==> config.mk <==
export PLATFORM = sky130hd
export DESIGN_NAME = flac_cell
export DESIGN_NICKNAME = d
export VERILOG_FILES = /design/src/hdl/flac_pkg.sv /design/src/hdl/flac_cell.sv
export SDC_FILE = /design/constraint.sdc
export NUM_CORES = 1
export LEC_CHECK = 0
export ABC_AREA = 1
export BUFFER_PORTS_ARGS = -buffer_cell sky130_fd_sc_hd__buf_2
export CORE_MARGIN = 2
export CORE_UTILIZATION = 25
export DETAILED_ROUTE_END_ITERATION = 10
export HOLD_SLACK_MARGIN = 0.06
export PLACE_DENSITY = 0.49
export SLEW_MARGIN = 40
export SYNTH_ARGS = -nofsm -noshare
export SYNTH_HDL_FRONTEND = slang
export SYNTH_SLANG_ARGS = --single-unit
==> constraint.sdc <==
create_clock -name clk -period 6.11 [get_ports clk]
set_input_delay 1.833 -clock clk [delete_from_list [all_inputs] [get_ports clk]]
set_output_delay 1.833 -clock clk [all_outputs]
set_load 0.03 [all_outputs]
==> src/hdl/flac_pkg.sv <==
// ----------------------------------------------------------------------------
// flac_pkg
// Shared types and constants of the flag layer alpha compositor.
// ----------------------------------------------------------------------------
package flac_pkg;

    localparam int FIELD_LAYERS = 2;
    localparam int FLAG_BITS    = 32;
    localparam int APB_AW       = 4;

    localparam int          ALPHA_LSB = 24;
    localparam logic [7:0]  CH_MAX    = 8'hFF;

    localparam logic OP_COMPOSE = 1'b0;
    localparam logic OP_WRITE   = 1'b1;

    typedef enum logic [1:0] {
        REG_MASK0 = 2'd0,
        REG_MASK1 = 2'd1,
        REG_CNT0  = 2'd2,
        REG_CNT1  = 2'd3
    } flac_reg_t;

    // request token travelling down the cell chain
    typedef struct packed {
        logic        valid;
        logic        wr;
        logic [0:0]  wr_layer;
        logic [4:0]  wr_index;
        logic [31:0] wr_color;
        logic [31:0] color;
    } flac_tok_t;

    function automatic logic [31:0] blend_over(input logic [31:0] src,
                                               input logic [31:0] dst);
        logic [7:0]  a;
        logic [7:0]  inv;
        logic [7:0]  da;
        logic [15:0] r;
        logic [15:0] g;
        logic [15:0] b;
        logic [15:0] oa;
        logic [31:0] res;
        da  = dst[ALPHA_LSB +: 8];
        a   = src[ALPHA_LSB +: 8];
        inv = CH_MAX - a;
        r   = {8'd0, src[23:16]} * {8'd0, a} + {8'd0, dst[23:16]} * {8'd0, inv};
        g   = {8'd0, src[15:8]}  * {8'd0, a} + {8'd0, dst[15:8]}  * {8'd0, inv};
        b   = {8'd0, src[7:0]}   * {8'd0, a} + {8'd0, dst[7:0]}   * {8'd0, inv};
        oa  = {8'd0, da} * {8'd0, inv};
        if (da == 8'd0)
        begin
            res = src;
        end
        else if (a == 8'd0)
        begin
            res = dst;
        end
        else
        begin
            res = {a + oa[15:8], r[15:8], g[15:8], b[15:8]};
        end
        return res;
    endfunction

endpackage

==> src/hdl/flac_cell.sv <==
// ----------------------------------------------------------------------------
// flac_cell
// One palette entry of the chain: holds its colour, takes palette writes that
// reach it and blends its colour over a passing pixel when its flag is set.
// ----------------------------------------------------------------------------
module flac_cell
    import flac_pkg::*;
#(
    parameter int NC       = 64,
    parameter int CELL_ID  = 0,
    parameter int LAYER_ID = 0,
    parameter int FLAG_ID  = 0
)
(
    input  logic            clk,
    input  logic            rst_n,
    input  logic            adv,
    input  flac_tok_t       tok_in,
    input  logic [NC-1:0]   en_in,
    output flac_tok_t       tok_out,
    output logic [NC-1:0]   en_out
);

    logic [31:0]    pal_reg;
    logic           valid_reg;
    flac_tok_t      tok_reg;
    logic [NC-1:0]  en_reg;
    flac_tok_t      tok_next;
    logic           hit;

    assign hit = tok_in.valid && (tok_in.wr == OP_WRITE)
               && (tok_in.wr_layer == 1'(LAYER_ID)) && (tok_in.wr_index == 5'(FLAG_ID));

    always_comb
    begin
        tok_next = tok_in;
        if (tok_in.wr == OP_COMPOSE && en_in[CELL_ID])
        begin
            tok_next.color = blend_over(pal_reg, tok_in.color);
        end
    end

    always_ff @(posedge clk or negedge rst_n)
    begin
        if (!rst_n)
        begin
            pal_reg   <= '0;
            valid_reg <= 1'b0;
        end
        else if (adv)
        begin
            valid_reg <= tok_in.valid;
            if (hit)
            begin
                pal_reg <= tok_in.wr_color;
            end
        end
    end

    always_ff @(posedge clk)
    begin
        if (adv)
        begin
            tok_reg <= tok_next;
            en_reg  <= en_in;
        end
    end

    always_comb
    begin
        tok_out       = tok_reg;
        tok_out.valid = valid_reg;
    end

    assign en_out = en_reg;

endmodule

==> results.json <==
{
  "r2r_cells": 18,
  "cts_tree": "built",
  "crit_type": "in2reg",
  "holdPathStages": 1,
  "place_congestion": 0.850,
  "synth_top_area_frac": 0.304,
  "rows": 106,
  "fin_crit_ns": 6.32,
  "ys_seq_elements": 168,
  "fillers": 8830,
  "fmax_mhz": 158,
  "ir_worst_vdd_v": 0.000210,
  "htreeDepth": 4,
  "finalNetCount": 3446,
  "core_um2": 83700,
  "cp_slowest_cell": "fa_1",
  "period_share": 1.03,
  "antenna_found_initial": 8,
  "p_leak_uw": 0.0143,
  "grt_overflow": 0,
  "postLayoutSetupSlackWorst_ns": -0.212,
  "finish.utilization": 0.325,
  "cts_sinks": 168,
  "area_delta_synth_final_pct": 28.8,
  "worst_pin_slew_ns": 0.780,
  "startpoint_type": "input port",
  "grt_pass1_wl_um": 106000,
  "arrival_ns": 6.51,
  "drc": 0,
  "syn-cell-area_um2": 21100,
  "cts_root_buffer": "clkbuf_16",
  "grt_usage": 0.165,
  "rsz0062_at_grt": "yes",
  "antenna_left": 0,
  "first_global_vias": 17500,
  "maxSlewHeadroom": 0.480,
  "synth_commonest_cells": "inv_1, nand2_1, fa_1",
  "ys_warn_count": 0,
  "syn-instance-count": 2347,
  "cts_made_buffers": 17,
  "r2r-start": "pal_reg[30]$_DFFE_PN0P_",
  "fin_worst_skew_ns": 0.0303,
  "setup_violations": 27,
  "first_pass_iters": 6,
  "port-buffer-count": 274,
  "dp_hpwl_um": 54100,
  "ys_types": 45,
  "cp_cell_sequence": "buf_8, clkinvlp_4, nor2_2, fa_1, fa_1, inv_1, fa_1, fa_1, inv_1, fa_1, inv_1, fa_1, inv_2, ha_4, buf_6, a21o_1, nor2_2, nand3_2, buf_4, o21ai_4, buf_6, a22oi_1",
  "cpPeakStageDelay_ns": 0.49,
  "rrSetupSlack_ns": 0.38,
  "status": "complete, but fails checks",
  "cts_max_path_buffers": 2,
  "drt_iter0_markers": 991,
  "syn_nets": 3028,
  "ioPinCount": 275,
  "ys_seq_area_frac": 0.231,
  "grt_max_degree": 120,
  "critPathMaxFanout": 6,
  "synth_top_flop_cell": "edfxtp_1",
  "synth.largest_area_cell": "fa_1",
  "hold_violations": 0,
  "via_per_inst": 4.32,
  "cp-end-kind": "flip-flop",
  "vias": 16900,
  "synth.most_common_cell": "inv_1",
  "startpoint": "tok_in[12]",
  "wl_per_cell_um": 17.8,
  "layout-drive-gt1-share": 0.292,
  "hp-class": "reg2reg",
  "largest_reg_flops": 71,
  "violations": "setup timing",
  "p_per_area_nw_per_um2": 184,
  "ys_async_sr_fraction": 0.196,
  "die_h_um": 295,
  "regToRegEndpoint": "tok_out[22]$_DFFE_PP_",
  "synth_area_per_cell_um2": 9.00,
  "synth_area_leaders": "fa_1, edfxtp_1, ha_1",
  "clk_pin_slew_ns": 0.07,
  "synth-edff-count": 135,
  "dieArea_um2": 86900,
  "die_w_um": 295,
  "timing.critical_path.mode_cell": "fa_1",
  "total_power_uw": 5020,
  "start_util": 0.253,
  "maxCapViolations": 0,
  "clk_latency_ns": 0.50,
  "wl_um": 69800,
  "required_ns": 6.30,
  "drv_slew": 0,
  "worstSetupEndpoint": "tok_out[12]$_DFFE_PP_"
}
-- layout make-up --
| type | count | area, µm² | area share |
|---|---|---|---|
| Multi-Input combinational cell | 1459 | 14700 | 0.539 |
| Sequential cell | 168 | 4890 | 0.180 |
| Timing Repair Buffer | 489 | 3230 | 0.119 |
| Inverter | 630 | 2440 | 0.0898 |
| Tap cell | 1134 | 1420 | 0.0521 |
| Clock buffer | 18 | 429 | 0.0158 |
| Clock inverter | 14 | 133 | 0.00487 |
| Antenna cell | 1 | 2.50 | 0.0000920 |
-- worst min path at each step --
stage                           from               endpoint
2_1_floorplan  valid_reg$_DFFE_PN0P_  valid_reg$_DFFE_PN0P_
3_3_place_gp   valid_reg$_DFFE_PN0P_  valid_reg$_DFFE_PN0P_
3_5_place_dp   valid_reg$_DFFE_PN0P_  valid_reg$_DFFE_PN0P_
4_1_cts        valid_reg$_DFFE_PN0P_  valid_reg$_DFFE_PN0P_
5_1_grt        valid_reg$_DFFE_PN0P_  valid_reg$_DFFE_PN0P_
6_report       valid_reg$_DFFE_PN0P_  valid_reg$_DFFE_PN0P_
-- per-layer routing --
metal  part of all wire  global-route usage  vias to the layer above
met4              0.021              0.0387                       12
li1                   -                   -                     7889
met3              0.080              0.0405                       89
met5             0.0011                   0                        -
met2               0.45               0.265                      600
met1               0.45               0.222                     8304
-- where the power goes --
part	switching, µW	internal (µW)
Sequential	68.7	1340
Clock	608	541
Combinational	1420	1040
Total	2100	2920
-- metrics by stage --
step,setup TNS (ns),hold slack [ns],setup WS (ns),std cells,cell area [µm²]
global route,-7.31,0.517,-0.369,3912,27200
floorplan,-2.65,0.482,-0.319,2347,21600
finish,-2.77,0.505,-0.212,3913,27200
CTS,-1.38,0.507,-0.155,3897,26700
global placement,-19.70,0.488,-0.800,3844,25400
detailed placement,-20.10,0.491,-0.798,3844,25500
-- cells in the final DEF (no fill, tap or decap), drive strengths merged, types with 3 or more instances in the layout --
cell type  netlist  final
edfxtp         135    135
o22ai            5      5
clkinvlp         0     14
xnor2           16     16
o21ai           46     46
o211ai           3      3
fa             321    321
a21o             5      5
buf             38    489
inv            625    621
nand2          368    368
nand3           35     35
nor3             4      4
ha             221    221
clkbuf          52     18
a21oi           96     96
nand4            8      8
o21a             3      3
dfrtp           33     33
clkinv           5      9
xor2            18     18
mux2            25     25
a22oi           21     21
nor2           247    247
a221oi           7      7
-- repair_timing --
action	CTS	global route
resized for setup	121	106
pin swaps	85	74
hold buffers	0	0
setup endpoints to repair	29	30
setup buffers	22	15
-- logic make-up (layout without fill, tap and decap cells) --
group / count (synthesis) / count (layout) / share of synthesized area
other: 0 / 1 / 0
adder cells (fa/ha/maj): 542 / 542 / 0.435
buffers and inverters: 720 / 1151 / 0.131
flip-flops: 168 / 168 / 0.231
XOR/XNOR: 34 / 34 / 0.0141
AND/OR/NAND/NOR: 666 / 666 / 0.123
AO/OA/AOI/OAI: 192 / 192 / 0.0526
multiplexers: 25 / 25 / 0.0133
-- worst max-delay path, delay by kind of cell --
family	cells	cell delay, ns
adder cells (fa/ha/maj)	7	3.07
AO/OA/AOI/OAI	3	0.36
buffers and inverters	9	0.84
AND/OR/NAND/NOR	3	0.42
Power figures use the tool's default switching activity.
